`src/hdl/rhc_pkg.sv`:
```
// Shared types and constants for the RGB to HSL conversion pipeline.
package rhc_pkg;

  localparam int DIV_STAGES_DEF = 4;

  localparam int CH_W     = 8;
  localparam int HUE_W    = 15;
  localparam int FRAC_W   = 16;
  localparam int DIV_DW   = 8;
  localparam int SAT_QW   = 16;
  localparam int HUE_QW   = 12;
  localparam int SAT_NW   = DIV_DW + SAT_QW;
  localparam int HUE_NW   = DIV_DW + HUE_QW;

  localparam logic [HUE_W-1:0] HUE_SECTOR = 15'd3840;
  localparam logic [HUE_W-1:0] HUE_FULL   = 15'd23040;

  typedef enum logic [1:0] {
    SEC_RED,
    SEC_GREEN,
    SEC_BLUE
  } rhc_sector_t;

  // Per-item flags and lightness that ride alongside the dividers
  typedef struct packed {
    logic              grey;
    logic              neg;
    rhc_sector_t       sector;
    logic [FRAC_W-1:0] light;
  } rhc_side_t;

endpackage

```
`src/hdl/rgb_to_hsl_convert_unit.sv`:
```
// RGB to HSL conversion pipeline, top level.
// Throughput: one pixel per clock unless hsl_stall is high; every stage advances when
// its successor has room, so bubbles fill up behind a stalled result and nothing is
// dropped or repeated. Depth is set by the two restoring dividers, with QW / DIV_STAGES
// quotient bits per stage, rounded up.
// Reset (rst, synchronous) clears all valid bits; data registers are not reset.
module rgb_to_hsl_convert_unit import rhc_pkg::*; #(
  parameter int DIV_STAGES = DIV_STAGES_DEF
) (
  input  logic              clk,
  input  logic              rst,
  input  logic              pix_valid,
  output logic              pix_stall,
  input  logic [CH_W-1:0]   red,
  input  logic [CH_W-1:0]   green,
  input  logic [CH_W-1:0]   blue,
  output logic              hsl_valid,
  input  logic              hsl_stall,
  output logic [HUE_W-1:0]  hue,
  output logic [FRAC_W-1:0] saturation,
  output logic [FRAC_W-1:0] lightness
);

  // stage map: 0 decode, 1 products, 2..DIV_STAGES+1 dividers, last output
  localparam int NSTG  = DIV_STAGES + 3;
  localparam int OSTG  = NSTG - 1;

  logic [NSTG-1:0] en;

  logic [SAT_NW-1:0] sat_num;
  logic [DIV_DW-1:0] sat_den;
  logic [HUE_NW-1:0] hue_num;
  logic [DIV_DW-1:0] hue_den;
  rhc_side_t         side1;
  rhc_side_t         side_q [DIV_STAGES];

  logic [SAT_QW-1:0] sat_q;
  logic [HUE_QW-1:0] hq;
  logic              hue_rnz;

  logic [HUE_W-1:0]  base;
  logic [HUE_W-1:0]  hceil;
  logic [HUE_W-1:0]  hue_next;

  rhc_pipe_ctrl #(
    .NSTG (NSTG)
  ) u_ctrl (
    .clk       (clk),
    .rst       (rst),
    .in_valid  (pix_valid),
    .out_stall (hsl_stall),
    .in_stall  (pix_stall),
    .out_valid (hsl_valid),
    .en        (en)
  );

  rhc_front u_front (
    .clk     (clk),
    .en      (en[1:0]),
    .red     (red),
    .green   (green),
    .blue    (blue),
    .sat_num (sat_num),
    .sat_den (sat_den),
    .hue_num (hue_num),
    .hue_den (hue_den),
    .side    (side1)
  );

  // saturation: d * 65535 / den, quotient fits 16 bits since d <= den
  // the remainder of the saturation divide is not needed
  rhc_div_pipe #(
    .STAGES (DIV_STAGES),
    .DW     (DIV_DW),
    .QW     (SAT_QW)
  ) u_sat_div (
    .clk    (clk),
    .en     (en[DIV_STAGES+1:2]),
    .num    (sat_num),
    .den    (sat_den),
    .quo    (sat_q),
    .rem_nz ()
  );

  // hue offset: |x| * 3840 / d, at most 3840 since |x| <= d
  rhc_div_pipe #(
    .STAGES (DIV_STAGES),
    .DW     (DIV_DW),
    .QW     (HUE_QW)
  ) u_hue_div (
    .clk    (clk),
    .en     (en[DIV_STAGES+1:2]),
    .num    (hue_num),
    .den    (hue_den),
    .quo    (hq),
    .rem_nz (hue_rnz)
  );

  // flags and lightness travel beside the dividers
  always_ff @(posedge clk) begin
    if (en[2]) begin
      side_q[0] <= side1;
    end
    for (int s = 1; s < DIV_STAGES; s++) begin
      if (en[s+2]) begin
        side_q[s] <= side_q[s-1];
      end
    end
  end

  // negative ratio floors away from zero: subtract the ceiling
  always_comb begin
    hceil = HUE_W'(hq) + HUE_W'(hue_rnz);
    case (side_q[DIV_STAGES-1].sector)
      SEC_RED:   base = side_q[DIV_STAGES-1].neg ? HUE_FULL : '0;
      SEC_GREEN: base = HUE_SECTOR << 1;
      SEC_BLUE:  base = HUE_SECTOR << 2;
      default:   base = '0;
    endcase
    if (side_q[DIV_STAGES-1].grey) begin
      hue_next = '0;
    end else if (side_q[DIV_STAGES-1].neg) begin
      hue_next = base - hceil;
    end else begin
      hue_next = base + HUE_W'(hq);
    end
  end

  // output register
  always_ff @(posedge clk) begin
    if (en[OSTG]) begin
      hue        <= hue_next;
      saturation <= side_q[DIV_STAGES-1].grey ? '0 : sat_q;
      lightness  <= side_q[DIV_STAGES-1].light;
    end
  end

endmodule

```
`src/hdl/rhc_pipe_ctrl.sv`:
```
// Valid bits and per-stage enables of the conversion pipeline.
module rhc_pipe_ctrl #(
  parameter int NSTG = 7
) (
  input  logic            clk,
  input  logic            rst,
  input  logic            in_valid,
  input  logic            out_stall,
  output logic            in_stall,
  output logic            out_valid,
  output logic [NSTG-1:0] en
);

  logic [NSTG-1:0] valid;
  logic [NSTG-1:0] valid_in;
  logic [NSTG:0]   ready;

  // a stage may load when it is empty or its successor loads too
  always_comb begin
    ready[NSTG] = !out_stall;
    for (int k = NSTG - 1; k >= 0; k--) begin
      ready[k] = !valid[k] || ready[k+1];
    end
  end

  // valid bit each stage takes when it loads
  assign valid_in  = {valid[NSTG-2:0], in_valid};

  assign en        = ready[NSTG-1:0];
  assign in_stall  = !ready[0];
  assign out_valid = valid[NSTG-1];

  always_ff @(posedge clk) begin
    if (rst) begin
      valid <= '0;
    end else begin
      for (int k = 0; k < NSTG; k++) begin
        if (en[k]) begin
          valid[k] <= valid_in[k];
        end
      end
    end
  end

endmodule

```
`src/hdl/rhc_front.sv`:
```
// Front stages: channel max/min decode, then the constant products.
module rhc_front import rhc_pkg::*; (
  input  logic              clk,
  input  logic [1:0]        en,
  input  logic [CH_W-1:0]   red,
  input  logic [CH_W-1:0]   green,
  input  logic [CH_W-1:0]   blue,
  output logic [SAT_NW-1:0] sat_num,
  output logic [DIV_DW-1:0] sat_den,
  output logic [HUE_NW-1:0] hue_num,
  output logic [DIV_DW-1:0] hue_den,
  output rhc_side_t         side
);

  logic [CH_W-1:0] mx, mn, lo_ch;
  rhc_sector_t     sec;
  logic [CH_W:0]   sum;
  logic signed [CH_W:0] x;

  logic [CH_W-1:0] d0, den0, ax0;
  logic [CH_W:0]   sum0;
  logic            neg0, grey0;
  rhc_sector_t     sec0;

  logic [CH_W+8:0] lprod;

  always_comb begin
    if (red >= green && red >= blue) begin
      sec = SEC_RED;
      mx  = red;
    end else if (green >= blue) begin
      sec = SEC_GREEN;
      mx  = green;
    end else begin
      sec = SEC_BLUE;
      mx  = blue;
    end
    lo_ch = (green < blue) ? green : blue;
    mn    = (red < lo_ch) ? red : lo_ch;
    sum   = {1'b0, mx} + {1'b0, mn};
    case (sec)
      SEC_RED:   x = $signed({1'b0, green}) - $signed({1'b0, blue});
      SEC_GREEN: x = $signed({1'b0, blue}) - $signed({1'b0, red});
      SEC_BLUE:  x = $signed({1'b0, red}) - $signed({1'b0, green});
      default:   x = '0;
    endcase
  end

  // stage 0
  always_ff @(posedge clk) begin
    if (en[0]) begin
      d0    <= mx - mn;
      grey0 <= (mx == mn);
      sum0  <= sum;
      den0  <= (sum <= 9'd255) ? sum[CH_W-1:0] : CH_W'(9'd510 - sum);
      neg0  <= x[CH_W];
      ax0   <= x[CH_W] ? CH_W'(-x) : x[CH_W-1:0];
      sec0  <= sec;
    end
  end

  // lightness = sum * 65535 / 510 = sum * 257 / 2
  assign lprod = {sum0, 8'h00} + {8'h00, sum0};

  // stage 1: d * 65535 and |x| * 3840 by shift and subtract
  always_ff @(posedge clk) begin
    if (en[1]) begin
      sat_num     <= {d0, 16'h0000} - {16'h0000, d0};
      hue_num     <= {ax0, 12'h000} - {4'h0, ax0, 8'h00};
      sat_den     <= den0;
      hue_den     <= d0;
      side.grey   <= grey0;
      side.neg    <= neg0;
      side.sector <= sec0;
      side.light  <= lprod[CH_W+8:1];
    end
  end

endmodule

```
`src/hdl/rhc_div_pipe.sv`:
```
// Pipelined restoring divider, QW / STAGES quotient bits per stage, rounded up.
module rhc_div_pipe #(
  parameter int STAGES = 4,
  parameter int DW     = 8,
  parameter int QW     = 16
) (
  input  logic             clk,
  input  logic [STAGES-1:0] en,
  input  logic [DW+QW-1:0] num,  // caller guarantees num < den * 2**QW
  input  logic [DW-1:0]    den,
  output logic [QW-1:0]    quo,
  output logic             rem_nz
);

  localparam int BPS = (QW + STAGES - 1) / STAGES;

  logic [DW-1:0] rem_q [STAGES];
  logic [QW-1:0] wk_q  [STAGES];
  logic [DW-1:0] den_q [STAGES];

  for (genvar s = 0; s < STAGES; s++) begin : g_stg
    logic [DW-1:0] rem_in, rem_nx, den_in;
    logic [QW-1:0] wk_in, wk_nx;

    if (s == 0) begin : g_first
      assign rem_in = num[DW+QW-1:QW];
      assign wk_in  = num[QW-1:0];
      assign den_in = den;
    end else begin : g_next
      assign rem_in = rem_q[s-1];
      assign wk_in  = wk_q[s-1];
      assign den_in = den_q[s-1];
    end

    // work word: remaining dividend bits shift out, quotient bits shift in
    always_comb begin
      logic [DW:0] t;
      rem_nx = rem_in;
      wk_nx  = wk_in;
      for (int j = 0; j < BPS; j++) begin
        if (s * BPS + j < QW) begin
          t = {rem_nx, wk_nx[QW-1]};
          if (t >= {1'b0, den_in}) begin
            t     = t - {1'b0, den_in};
            wk_nx = {wk_nx[QW-2:0], 1'b1};
          end else begin
            wk_nx = {wk_nx[QW-2:0], 1'b0};
          end
          rem_nx = t[DW-1:0];
        end
      end
    end

    always_ff @(posedge clk) begin
      if (en[s]) begin
        rem_q[s] <= rem_nx;
        wk_q[s]  <= wk_nx;
        den_q[s] <= den_in;
      end
    end
  end

  assign quo    = wk_q[STAGES-1];
  assign rem_nz = |rem_q[STAGES-1];

endmodule

```
`config.mk`:
```
export PLATFORM = sky130hd
export DESIGN_NAME = rgb_to_hsl_convert_unit
export DESIGN_NICKNAME = d
export VERILOG_FILES = /design/src/hdl/rhc_pkg.sv /design/src/hdl/rgb_to_hsl_convert_unit.sv /design/src/hdl/rhc_pipe_ctrl.sv /design/src/hdl/rhc_front.sv /design/src/hdl/rhc_div_pipe.sv
export SDC_FILE = /design/constraint.sdc
export NUM_CORES = 1
export LEC_CHECK = 0
export CAP_MARGIN = 0
export CORE_ASPECT_RATIO = 1.2
export CORE_UTILIZATION = 26
export DETAILED_ROUTE_END_ITERATION = 8
export DONT_BUFFER_PORTS = 1
export PLACE_DENSITY = 0.42
export REMOVE_ABC_BUFFERS = 1
export SYNTH_ARGS = -nofsm -noshare
export SYNTH_HDL_FRONTEND = slang
export SYNTH_SLANG_ARGS = --single-unit
```
`constraint.sdc`:
```
create_clock -name clk -period 13.95 [get_ports clk]
set_input_delay 1.395 -clock clk [delete_from_list [all_inputs] [get_ports clk]]
set_output_delay 1.395 -clock clk [all_outputs]
set_load 0.01 [all_outputs]
```
==> Word level (Yosys, flattened, before mapping) <==
Memory sizes are Yosys's and may differ from the RTL's. A register that Yosys moved wholly into a read port is not among the register bits.
Index checks and enable logic that the tools add are counted.
{ "word_totals": {"memories": 7, "rom_bits": 0, "latch_bits": 0, "register_bits": 155, "out_inout_bits": 49, "elab_cells": 207, "mem_bits_rw": 320, "inputBits": 28} }
{ "memory_table": {"columns": ["memory", "depth", "word_bits", "rd", "rd_ports_with_merged_regs", "wr", "line_no", "text"], "rows": [
  ["side_q", 4, 20, 4, 0, 4, "rgb_to_hsl_convert_unit.sv:35", "rhc_side_t side_q [DIV_STAGES];"],
  ["u_sat_div.wk_q", 4, 16, 4, 1, 4, "rhc_div_pipe.sv:18", "logic [QW-1:0] wk_q [STAGES];"],
  ["u_hue_div.wk_q", 4, 12, 4, 0, 4, "rhc_div_pipe.sv:18", null],
  ["u_hue_div.den_q", 4, 8, 3, 0, 4, "rhc_div_pipe.sv:19", "logic [DW-1:0] den_q [STAGES];"],
  ["u_hue_div.rem_q", 4, 8, 4, 0, 4, "rhc_div_pipe.sv:17", "logic [DW-1:0] rem_q [STAGES];"],
  ["u_sat_div.den_q", 4, 8, 3, 0, 4, "rhc_div_pipe.sv:19", null],
  ["1 more memories", null, null, null, null, null, null, null]
]} }
{ "op_classes": {"n_bitwise": 0, "addsub": 41, "reduce_logical": 20, "multipliers": 0, "eq_ne": 5, "n_div": 0, "shifts": 0, "n_mux": 76, "n_lt_le_gt_ge": 34} }
{ "ops": {"columns": ["cell", "count"], "rows": [
  ["$mux 8", 34],
  ["$ge 9x8->1", 28],
  ["$sub 8x8->8", 29],
  ["$pmux 15 s3", 1],
  ["$mux 1", 36],
  ["$mux 15", 2],
  ["$pmux 9 s3", 1],
  ["$sub 8x8->9", 3],
  ["$ge 8x8->1", 3],
  ["$sub 24x8->24", 1],
  ["$sub 20x16->20", 1],
  ["$add 17x9->17", 1],
  ["$lt 8x8->1", 2],
  ["$add 15x12->15", 1],
  ["$sub 15x13->15", 1],
  ["$add 12x1->13", 1],
  ["$add 8x8->9", 1],
  ["$le 9x8->1 const B", 1],
  ["$logic_not 1->1", 9],
  ["$eq 8x8->1", 1],
  ["$neg 8->8", 1],
  ["$reduce_or 8->1", 1],
  ["$sub 8x8->8 const A", 1],
  ["$logic_or 1x1->1", 7],
  ["other kinds (5)", 9]
]} }

==> Depth between registers and ports, before layout <==
Gate-level depths: netlist of the first run.
{ "logic_depth": {"ltp_word": 9, "depth_mapped": 44, "depth_no_buf": 42} }

==> By module <==
Synthesis of the first run repeated with hierarchy kept, for this count alone.
{ "unflattened": {"cells_unflattened": 2822, "area_unflattened_um2": 31312.5} }
{ "modules_own_cells": {"columns": ["module", "seq_area_each_um2", "cells_per_inst", "area_each_um2", "instances"], "rows": [
  ["rhc_div_pipe (u_sat_div)", 3603.5, 1076, 10770.3, 1],
  ["rhc_div_pipe (u_hue_div)", 3123.0, 775, 8240.4, 1],
  ["rhc_front", 3123.0, 631, 6874.1, 1],
  ["rgb_to_hsl_convert_unit", 3813.7, 308, 5131.2, 1],
  ["rhc_pipe_ctrl", 140.1, 32, 296.5, 1]
]} }

==> Worst setup path before layout of the first run <==
No wires, ideal clock.
{ "synth_timing": {"path_type": "register -> register", "from": "memory u_sat_div.den_q[0][1]", "to": "memory u_sat_div.rem_q[1][5] (data pin)", "path_buffers": 2, "required_time_ps": 13678, "path_slack_ps": 5729, "synth_period_minus_slack_ps": 8221, "t_arrival_ps": 7949, "path_stages_with_launch": 41, "setup_ps": 272, "cell_sequence": "edfxtp_1 > inv_1 > ha_1 > nor2b_1 > o31a_1 > o31a_1 > nor4_1 > o21ai_2 > o21ai_0 > inv_1 > ha_1 > nor2b_1 > o31a_1 > o31ai_1 > a21oi_1 > nor2_4 > inv_2 > o21ai_0 > (+5 left out) > o21ai_0 > a21oi_1 > o21ai_0 > o2111ai_1 > buf_2 > a21oi_1 > ha_1 > nor2b_1 > o21ai_0 > a21oi_1 > o21ai_0 > nand2b_1 > a31oi_1 > a21oi_1 > nor3b_2 > or2_0 > buf_2 > o221ai_1"} }
{ "synth_lines": {"columns": ["element", "line_no"], "rows": [
  ["start, declared", "rhc_div_pipe.sv:19"],
  ["end, declared", "rhc_div_pipe.sv:17"]
]} }

==> impl_metrics.json, run 1 <==
{
  "antenna_violating_nets_post_route": 0,
  "layout-drive-gt1-share_pct": 8.24,
  "critical_path_peak_fanout": 12,
  "finalClockSkew_ns": 0.0310,
  "core.rowCount": 132,
  "layout_setup_ws_ns": 3.81,
  "worstSetupStartpointType": "flop",
  "clock_tree.htree_level_count": 2,
  "tightest_slew_ns": 1.18,
  "detailed_place_hpwl_mm": 54.0,
  "routed-via-count": 19300,
  "routed_wl_per_cell_um": 16.8,
  "first_global_vias": 19900,
  "floorplan.core_area_mm2": 0.109,
  "netlist_area_mm2": 0.0286,
  "setup_viol": 0,
  "crit_start": "u_sat_div.den_q[0][1]$_DFFE_PP_",
  "number_of_max_capacitance_violations_reported": 0,
  "reg2reg_from": "u_sat_div.den_q[0][1]$_DFFE_PP_",
  "ys_seq_elements": 431,
  "initial_antenna_violation_count": 2,
  "dp_worst_setup_slack_ns": 3.80,
  "ys_warn_count": 0,
  "pin_count": 77,
  "layout.filler_cells": 11000,
  "pin_count_of_the_biggest_net_entering_global_routing": 71,
  "routed_via_density": 4.68,
  "cts_repair_resize_count": 0,
  "cts_hold_buf": 0,
  "timing.critical_path.slowest_stage_cell": "sky130_fd_sc_hd__nor3_1",
  "area_growth_pct": 12.6,
  "cts_tree": "yes",
  "slew_violations": 0,
  "dominant_synthesized_flop_cell": "sky130_fd_sc_hd__edfxtp_1",
  "number_of_buffers_added_by_the_clock_tree_synthesis_step": 52,
  "port_buffers": 0,
  "antenna_cells_inserted": 0,
  "cp_common_cell": "sky130_fd_sc_hd__o21ai_0",
  "synth.avg_cell_area_um2": 10.8,
  "max_clock_freq_mhz": 98.6,
  "min_period_over_period_pct": 72.7,
  "post_synth_num_cell_types": 80,
  "die-height_um": 365,
  "cts-root-to-sink-buffers": 3,
  "async_flop_share_pct": 0,
  "final_net_count": 3033,
  "clock-root-buffer": "sky130_fd_sc_hd__clkbuf_16",
  "dieWidth_um": 305,
  "timing_worst_setup_path_type": "reg -> reg",
  "endpoint_kind": "flop",
  "place_congestion": 0.824,
  "wire_length_of_the_first_global_routing_pass_mm": 110,
  "post_synth_inst_count": 2644,
  "detail_route.drc_violations": 0,
  "grt_overflow_total": 0,
  "post-cts-setup-buffer-count": 0,
  "initial_core_util_pct": 26.4,
  "global_route_total_usage_across_every_layer_pct": 12.4,
  "grt_setup_unrepaired": "false",
  "wirelength_mm": 69.5,
  "final.setup.tns_ns": 0,
  "hold_path.class": "reg -> reg",
  "hold_start": "u_sat_div.wk_q[0][8]$_DFFE_PP_",
  "clock_latency_ns": 0.61,
  "cp.required_ns": 14.27,
  "finalHoldViolCount": 0,
  "clock_sinks": 431,
  "crit_arrival_ns": 10.45,
  "sequential_fraction_of_the_synthesis_area_pct": 45.0,
  "maxSlewHeadroom_pct": 20.8,
  "drt_first_pass_iters": 7,
  "number_of_synthesized_flops_with_an_enable_pin": 424,
  "finalCriticalPeriod_ns": 10.14,
  "final_cell_count_no_fill": 4125,
  "run_status": "complete, no violations",
  "path_clk_slew_ns": 0.06,
  "timing.critical_path.slowest_cell_delay_ns": 0.88,
  "dieArea_mm2": 0.111,
  "dr.first_iter.drc_count": 1035,
  "dpl.cell_count": 4027
}
critical path: cells and delay by family (launching register included):
kind / cells / cell delay [ns]
simple gates: 9 / 2.42
compound gates: 21 / 4.84
flops: 1 / 0.50
fa+ha+maj: 4 / 1.21
buf+inv: 5 / 0.86
area by class of cell:
class                           instances  area, um^2  area share, %
Clock buffer                           58        1330           4.14
Clock inverter                         40         490           1.52
Inverter                              276        1040           3.22
Multi-Input combinational cell       1895       14600           45.3
Sequential cell                       431       12900           39.9
Tap cell                             1407        1760           5.46
Timing Repair Buffer                   18         135          0.419
through the flow:
stage / hold WS (ns) / instance area [um^2] / utilization, %
floorplan: 0.400 / 28500 / -
global placement: 0.401 / 30400 / 28.0
detailed placement: 0.405 / 30400 / 28.0
CTS: 0.401 / 32200 / 29.7
global route: 0.410 / 32200 / 29.7
finish: 0.398 / 32200 / 29.7
registers in the layout, summed over array words and instances (netlist names), 9 cells and up:
| name | cells |
|---|---|
| u_sat_div.den_q | 23 |
| u_front.side | 20 |
| side_q | 80 |
| u_hue_div.wk_q | 31 |
| u_sat_div.wk_q | 62 |
| u_hue_div.rem_q | 32 |
| saturation | 16 |
| u_front.sum0 | 9 |
| u_front.sat_num | 22 |
| u_sat_div.rem_q | 24 |
| u_front.hue_num | 12 |
| hue | 15 |
| u_hue_div.den_q | 21 |
| lightness | 16 |
cells in the final DEF, fill, tap and decap left out, types with 24 or more instances in the layout:
cell | Yosys | final
sky130_fd_sc_hd__edfxtp_1 | 424 | 424
sky130_fd_sc_hd__inv_1 | 274 | 272
sky130_fd_sc_hd__fa_1 | 28 | 28
sky130_fd_sc_hd__nor2b_1 | 72 | 72
sky130_fd_sc_hd__o21bai_1 | 24 | 24
sky130_fd_sc_hd__mux2i_1 | 72 | 72
sky130_fd_sc_hd__mux2_2 | 73 | 73
sky130_fd_sc_hd__o21ai_0 | 151 | 151
sky130_fd_sc_hd__nand3_1 | 31 | 30
sky130_fd_sc_hd__nor2_1 | 208 | 208
sky130_fd_sc_hd__a21oi_1 | 165 | 165
sky130_fd_sc_hd__nor3_1 | 40 | 40
sky130_fd_sc_hd__ha_1 | 303 | 303
sky130_fd_sc_hd__nand2_1 | 105 | 102
sky130_fd_sc_hd__xnor2_1 | 129 | 129
sky130_fd_sc_hd__nand4_1 | 36 | 36
sky130_fd_sc_hd__clkbuf_16 | 0 | 52
sky130_fd_sc_hd__a21o_1 | 62 | 62
sky130_fd_sc_hd__xor2_1 | 64 | 64
sky130_fd_sc_hd__nand2b_1 | 38 | 38
sky130_fd_sc_hd__o21a_1 | 35 | 35
kinds of logic (layout without fill, tap and decap cells):
family / after synthesis / after routing / synth area share, %
buf+inv: 318 / 392 / 4.21
compound gates: 596 / 596 / 13.3
flops: 431 / 431 / 45.0
mux: 147 / 147 / 5.49
fa+ha+maj: 331 / 331 / 15.2
xor+xnor: 193 / 193 / 5.91
simple gates: 628 / 628 / 10.9
cells in the mapped netlist, types with 19 or more instances:
| master | n | area (um^2) |
|---|---|---|
| sky130_fd_sc_hd__a211oi_1 | 22 | 165 |
| sky130_fd_sc_hd__a21o_1 | 62 | 465 |
| sky130_fd_sc_hd__a21oi_1 | 165 | 826 |
| sky130_fd_sc_hd__clkbuf_1 | 33 | 124 |
| sky130_fd_sc_hd__edfxtp_1 | 424 | 12700 |
| sky130_fd_sc_hd__fa_1 | 28 | 561 |
| sky130_fd_sc_hd__ha_1 | 303 | 3790 |
| sky130_fd_sc_hd__inv_1 | 274 | 1030 |
| sky130_fd_sc_hd__mux2_2 | 73 | 822 |
| sky130_fd_sc_hd__mux2i_1 | 72 | 721 |
| sky130_fd_sc_hd__nand2_1 | 105 | 394 |
| sky130_fd_sc_hd__nand2b_1 | 38 | 238 |
| sky130_fd_sc_hd__nand3_1 | 31 | 155 |
| sky130_fd_sc_hd__nand4_1 | 36 | 225 |
| sky130_fd_sc_hd__nor2_1 | 208 | 781 |
| sky130_fd_sc_hd__nor2b_1 | 72 | 450 |
| sky130_fd_sc_hd__nor3_1 | 40 | 200 |
| sky130_fd_sc_hd__o21a_1 | 35 | 263 |
| sky130_fd_sc_hd__o21ai_0 | 151 | 756 |
| sky130_fd_sc_hd__o21bai_1 | 24 | 180 |
| sky130_fd_sc_hd__or2_2 | 19 | 119 |
| sky130_fd_sc_hd__or3_1 | 19 | 119 |
| sky130_fd_sc_hd__xnor2_1 | 129 | 1130 |
| sky130_fd_sc_hd__xor2_1 | 64 | 561 |
final timing paths:
check,to,slack [ns],cells past startpoint
worst max register to register,u_sat_div.rem_q[1][3]$_DFFE_PP_,3.81,39
worst min-delay path,u_sat_div.wk_q[1][12]$_DFFE_PP_,0.40,0
worst min register to register,u_sat_div.wk_q[1][12]$_DFFE_PP_,0.40,0
worst max-delay path,u_sat_div.rem_q[1][3]$_DFFE_PP_,3.81,39
per-layer routing:
layer	vias up	GRT usage, %	routed length (um)
met1	9290	15.1	31200
met3	78	1.57	2060
li1	9664	-	-
met5	-	0	0
met2	282	22.8	34900
met4	0	3.03	1350
Power of run 1 is not shown: default switching activity piles up to over one toggle a cycle in this logic, so the estimate is an artifact.
==> inputs of run 2 (changes only) <==
--- a/config.mk
+++ b/config.mk
@@ -5,6 +5,7 @@
 export SDC_FILE = /design/constraint.sdc
 export NUM_CORES = 1
 export LEC_CHECK = 0
+export ABC_AREA = 1
 export CAP_MARGIN = 0
 export CORE_ASPECT_RATIO = 1.2
 export CORE_UTILIZATION = 26
==> constraint.sdc (replaced) <==
create_clock -name clk -period 10.51 [get_ports clk]
set_input_delay 1.051 -clock clk [delete_from_list [all_inputs] [get_ports clk]]
set_output_delay 1.051 -clock clk [all_outputs]
set_load 0.01 [all_outputs]
==> impl_metrics.json, run 2 <==
{
  "number_of_synthesized_flops_with_an_enable_pin": 424,
  "number_of_max_capacitance_violations_reported": 0,
  "tightest_slew_ns": 0.980,
  "slew_violations": 0,
  "run_status": "complete, no violations",
  "timing_worst_setup_path_type": "reg -> reg",
  "detail_route.drc_violations": 0,
  "wirelength_mm": 72.7,
  "dpl.cell_count": 4793,
  "min_period_over_period_pct": 71.0,
  "sequential_fraction_of_the_synthesis_area_pct": 43.4,
  "cts_hold_buf": 0,
  "max_clock_freq_mhz": 134,
  "routed_via_density": 4.37,
  "initial_core_util_pct": 26.3,
  "register_containing_the_most_flip_flops_in_the_final_layout": "side_q",
  "global_route_total_usage_across_every_layer_pct": 12.6,
  "maxSlewHeadroom_pct": 34.6,
  "crit_arrival_ns": 7.82,
  "area_growth_pct": 11.7,
  "netlist_area_mm2": 0.0297,
  "final_cell_count_no_fill": 4883,
  "path_clk_slew_ns": 0.06,
  "pin_count": 77,
  "synth_top_area_share_pct": 42.9,
  "wire_length_of_the_first_global_routing_pass_mm": 115,
  "cts_repair_resize_count": 0,
  "antenna_violating_nets_post_route": 0,
  "dieArea_mm2": 0.115,
  "synth.avg_cell_area_um2": 8.97,
  "port_buffers": 0,
  "pin_count_of_the_biggest_net_entering_global_routing": 59,
  "dieWidth_um": 310,
  "timing.hold.ws_ns": 0.396,
  "grt_overflow_total": 0,
  "cp_common_cell": "sky130_fd_sc_hd__nand2_1",
  "layout_common_cells": "701 x sky130_fd_sc_hd__nand2_1, 479 x sky130_fd_sc_hd__inv_1, 424 x sky130_fd_sc_hd__edfxtp_1",
  "first_global_vias": 21600,
  "finalHoldViolCount": 0,
  "worstSetupStartpointType": "flop",
  "core.rowCount": 135,
  "die-height_um": 372,
  "number_of_buffers_added_by_the_clock_tree_synthesis_step": 50,
  "post_synth_inst_count": 3307,
  "clock_tree.htree_level_count": 2,
  "detailed_place_hpwl_mm": 56.9,
  "timing.critical_path.slowest_stage_cell": "sky130_fd_sc_hd__edfxtp_1",
  "ys_warn_count": 0,
  "antenna_cells_inserted": 0,
  "path_delay_family": "simple AND/OR/NAND/NOR gates",
  "cts_tree": "yes",
  "routed-via-count": 21300,
  "routed_wl_per_cell_um": 14.9,
  "initial_antenna_violation_count": 0,
  "setup_viol": 0,
  "max_reg_flops": 80,
  "dp_worst_setup_slack_ns": 3.05,
  "drt_first_pass_iters": 5,
  "floorplan.core_area_mm2": 0.113,
  "dominant_synthesized_flop_cell": "sky130_fd_sc_hd__edfxtp_1",
  "final_area_mm2": 0.0331,
  "top_registers": "side_q: 80 flops, u_sat_div.wk_q: 62 flops, u_hue_div.rem_q: 32 flops",
  "layout_setup_ws_ns": 3.05,
  "finalCriticalPeriod_ns": 7.46,
  "layout-drive-gt1-share_pct": 6.31,
  "dr.first_iter.drc_count": 917,
  "ys_seq_elements": 431,
  "grt_setup_unrepaired": "false",
  "hold_path.class": "reg -> reg",
  "post-cts-setup-buffer-count": 0,
  "clock_latency_ns": 0.64,
  "post_synth_num_cell_types": 58,
  "timing.critical_path.slowest_cell_delay_ns": 0.43,
  "placed_cell_area_mm2": 0.0314,
  "finalClockSkew_ns": 0.0416,
  "count_of_buffer_and_inverter_cells_on_the_critical_path": 5,
  "cell_type_with_the_highest_aggregate_area_in_the_netlist": "sky130_fd_sc_hd__edfxtp_1",
  "final_common_cell": "sky130_fd_sc_hd__nand2_1",
  "cp.required_ns": 10.87,
  "final_net_count": 3697,
  "async_flop_share_pct": 0,
  "synth.most_common_cell": "sky130_fd_sc_hd__nand2_1",
  "place_congestion": 0.826,
  "endpoint_kind": "flop",
  "cts-root-to-sink-buffers": 3,
  "top_area_cells_in_the_synthesized_netlist": "sky130_fd_sc_hd__edfxtp_1 43%, sky130_fd_sc_hd__ha_1 13%, sky130_fd_sc_hd__nand2_1 8.9%",
  "synth_common_cells": "702 x sky130_fd_sc_hd__nand2_1, 484 x sky130_fd_sc_hd__inv_1, 424 x sky130_fd_sc_hd__edfxtp_1",
  "clock_sinks": 431,
  "clock-root-buffer": "sky130_fd_sc_hd__clkbuf_16",
  "critical_path_peak_fanout": 14
}
[run 2: cell types whose count changed after synthesis, sizes merged, moves of 25 or more]
cell and delta:
a21oi +68, nor2b -72, a21o -54, nand2b -38, inv +229, nand2 +633, nor2 +39, xor2 +76
o21ai +26, mux2 -72, nand3 +160, xnor2 -62, clkbuf -25, mux2i -74
[run 2: per-stage QoR]
stage | TNS (ns) | utilization, %
2_1_floorplan | -21.15 | -
3_3_place_gp | 0 | 27.8
3_5_place_dp | 0 | 27.8
4_1_cts | 0 | 29.3
5_1_grt | 0 | 29.3
6_report | 0 | 29.3
[run 2: layer usage]
metal  vias to the layer above  track usage (%)  wire [um]
li1                      11200                -          -
met1                      9798             14.4      30600
met2                       235             23.7      37600
met3                       101             1.76       2170
met4                         0             4.70       2370
met5                         -                0          0
[run 2: final timing paths]
check                                             startpoint  cells after the start                              end  slack, ns
worst max-delay path            u_front.sat_den[6]$_DFFE_PP_                     40  u_sat_div.rem_q[0][7]$_DFFE_PP_       3.05
worst min-delay path            u_front.sat_num[1]$_DFFE_PP_                      0   u_sat_div.wk_q[0][5]$_DFFE_PP_       0.40
worst max register to register  u_front.sat_den[6]$_DFFE_PP_                     40  u_sat_div.rem_q[0][7]$_DFFE_PP_       3.05
worst min register to register  u_front.sat_num[1]$_DFFE_PP_                      0   u_sat_div.wk_q[0][5]$_DFFE_PP_       0.40
[run 2: worst reg2reg max path, delay by kind of cell (launching register included)]
| kind | cells | cell delay (ns) |
|---|---|---|
| AND/OR/NAND/NOR | 20 | 2.44 |
| flip-flops | 1 | 0.43 |
| adder cells (fa/ha/maj) | 4 | 1.39 |
| AO/OA/AOI/OAI | 11 | 2.25 |
| buffers and inverters | 5 | 0.68 |
[run 2: final cells by class]
cell class                 count  area, um^2
sequential                   431       12900
multi-input combinational   2339       14700
inverter                     507        1910
tap                         1507        1890
clock inverter                28         392
timing repair buffer           9        67.6
clock buffer                  62        1330
fill                       12000       79900
[run 2: cell families after synthesis]
group,Yosys count,synth area share [%]
buffers and inverters,537,7.12
DFF,431,43.4
AOI/OAI and AO/OA,498,9.41
and+or+nand+nor,1302,19.3
muxes,1,0.0380
adders and majority gates,331,14.7
xor gates and xnor gates,207,6.11
Power of run 2 is left out for the same reason.
==> inputs of run 3 (changes only) <==
==> constraint.sdc (replaced) <==
create_clock -name clk -period 7.39 [get_ports clk]
set_input_delay 0.739 -clock clk [delete_from_list [all_inputs] [get_ports clk]]
set_output_delay 0.739 -clock clk [all_outputs]
set_load 0.01 [all_outputs]
==> impl_metrics.json, run 3 (synthesis results as in run 2) <==
{
  "hold_depth": 1,
  "dieArea_mm2": 0.115,
  "critical_path_peak_fanout": 14,
  "clock_tree.htree_level_count": 2,
  "layout.filler_cells": 12000,
  "finalCriticalPeriod_ns": 6.76,
  "initial_antenna_violation_count": 0,
  "final_cell_count_no_fill": 4925,
  "cts_tree": "yes",
  "register_containing_the_most_flip_flops_in_the_final_layout": "side_q",
  "regToRegSetupSlack_ns": 0.63,
  "hold_path.class": "in -> reg",
  "port_buffers": 0,
  "endpoint_kind": "flop",
  "initial_core_util_pct": 26.3,
  "antenna_cells_inserted": 0,
  "detail_route.drc_violations": 0,
  "max_clock_freq_mhz": 148,
  "pin_count": 77,
  "first_global_vias": 21400,
  "place_congestion": 0.849,
  "run_status": "complete, no violations",
  "layout_common_cells": "701 x sky130_fd_sc_hd__nand2_1, 471 x sky130_fd_sc_hd__inv_1, 424 x sky130_fd_sc_hd__edfxtp_1",
  "floorplan.core_area_mm2": 0.113,
  "dr.first_iter.drc_count": 1049,
  "top_registers": "side_q: 80 flops, u_sat_div.wk_q: 62 flops, u_hue_div.rem_q: 32 flops",
  "dieWidth_um": 310,
  "finalClockSkew_ns": 0.0422,
  "cp.required_ns": 7.87,
  "wirelength_mm": 73.2,
  "number_of_max_capacitance_violations_reported": 0,
  "final_common_cell": "sky130_fd_sc_hd__nand2_1",
  "core.rowCount": 135,
  "cts-root-to-sink-buffers": 3,
  "slew_violations": 0,
  "tightest_slew_ns": 0.995,
  "cts_hold_buf": 0,
  "timing.critical_path.slowest_cell_delay_ns": 0.53,
  "min_period_over_period_pct": 91.5,
  "clock_latency_ns": 0.64,
  "final_net_count": 3737,
  "wire_length_of_the_first_global_routing_pass_mm": 116,
  "final-seq-area_mm2": 0.0129,
  "setup_viol": 0,
  "antenna_violating_nets_post_route": 0,
  "worst-r2r-cell-count": 39,
  "area_growth_pct": 12.7,
  "path_clk_slew_ns": 0.06,
  "grt_overflow_total": 0,
  "placed_cell_area_mm2": 0.0316,
  "worstSetupStartpointType": "flop",
  "crit_arrival_ns": 7.24,
  "routed_via_density": 4.36,
  "max_reg_flops": 80,
  "layout-drive-gt1-share_pct": 8.07,
  "detailed_place_hpwl_mm": 57.2,
  "global_route_total_usage_across_every_layer_pct": 12.7,
  "routed-via-count": 21400,
  "dpl.cell_count": 4816,
  "timing_worst_setup_path_type": "reg -> reg",
  "multiInputGateArea_mm2": 0.0148,
  "clock-root-buffer": "sky130_fd_sc_hd__clkbuf_16",
  "final_area_mm2": 0.0334,
  "finalHoldViolCount": 0,
  "die-height_um": 372,
  "routed_wl_per_cell_um": 14.9,
  "cp_common_cell": "sky130_fd_sc_hd__nand2_1",
  "maxSlewHeadroom_pct": 33.7,
  "clock_sinks": 431,
  "number_of_buffers_added_by_the_clock_tree_synthesis_step": 50,
  "drt_first_pass_iters": 5,
  "timing.critical_path.slowest_stage_cell": "sky130_fd_sc_hd__or4_1",
  "pin_count_of_the_biggest_net_entering_global_routing": 58
}
## run 3: repair_timing
action | 4_1_cts | 5_1_grt
gates resized for setup | 5 | 34
endpoints found under the setup margin | 16 | 26
setup buffers | 0 | 17
gates cloned | 0 | 0
pin swaps | 0 | 4
## run 3: critical path: cells and delay by family, from the launching register on
kind                       cells  cell delay, ns
AOI/OAI and AO/OA              7            1.08
buffers and inverters          6            0.60
DFF                            1            0.43
adders and majority gates      4            1.37
and+or+nand+nor               22            3.10
## run 3: cell type report
cell class                      count  share of cell area, %
Timing Repair Buffer               49                   1.14
Inverter                          507                   5.71
Clock inverter                     32                  0.905
Tap cell                         1507                   5.64
Multi-Input combinational cell   2339                   44.2
Sequential cell                   431                   38.5
Clock buffer                       60                   3.91
## run 3: metal layers
layer	global-route usage [%]	vias up	wire, um
li1	-	11300	-
met1	15.2	9854	32200
met2	23.3	219	37200
met3	1.80	83	2090
met4	3.80	0	1800
met5	0	-	0
## run 3: final timing paths
check                                      start                              end
setup reg to reg    u_front.sat_den[5]$_DFFE_PP_  u_sat_div.rem_q[0][6]$_DFFE_PP_
setup / recovery    u_front.sat_den[5]$_DFFE_PP_  u_sat_div.rem_q[0][6]$_DFFE_PP_
hold / removal                               rst     u_ctrl.valid[1]$_SDFFE_PP0P_
hold reg to reg   u_sat_div.wk_q[0][2]$_DFFE_PP_   u_sat_div.wk_q[1][6]$_DFFE_PP_
## run 3: stage by stage
stage | hold WS, ns | TNS [ns] | worst slack (ns) | util [%]
final | 0.162 | 0 | 0.626 | 29.6
after floorplan | 0.400 | -340.14 | -3.40 | -
after global placement | 0.400 | -0.860 | -0.128 | 28.0
after detailed placement | 0.405 | -0.850 | -0.122 | 28.0
after CTS | 0.0952 | 0 | 0.0494 | 29.4
after global routing | 0.116 | -0.101 | -0.0318 | 29.6
Power of run 3 is left out for the same reason.
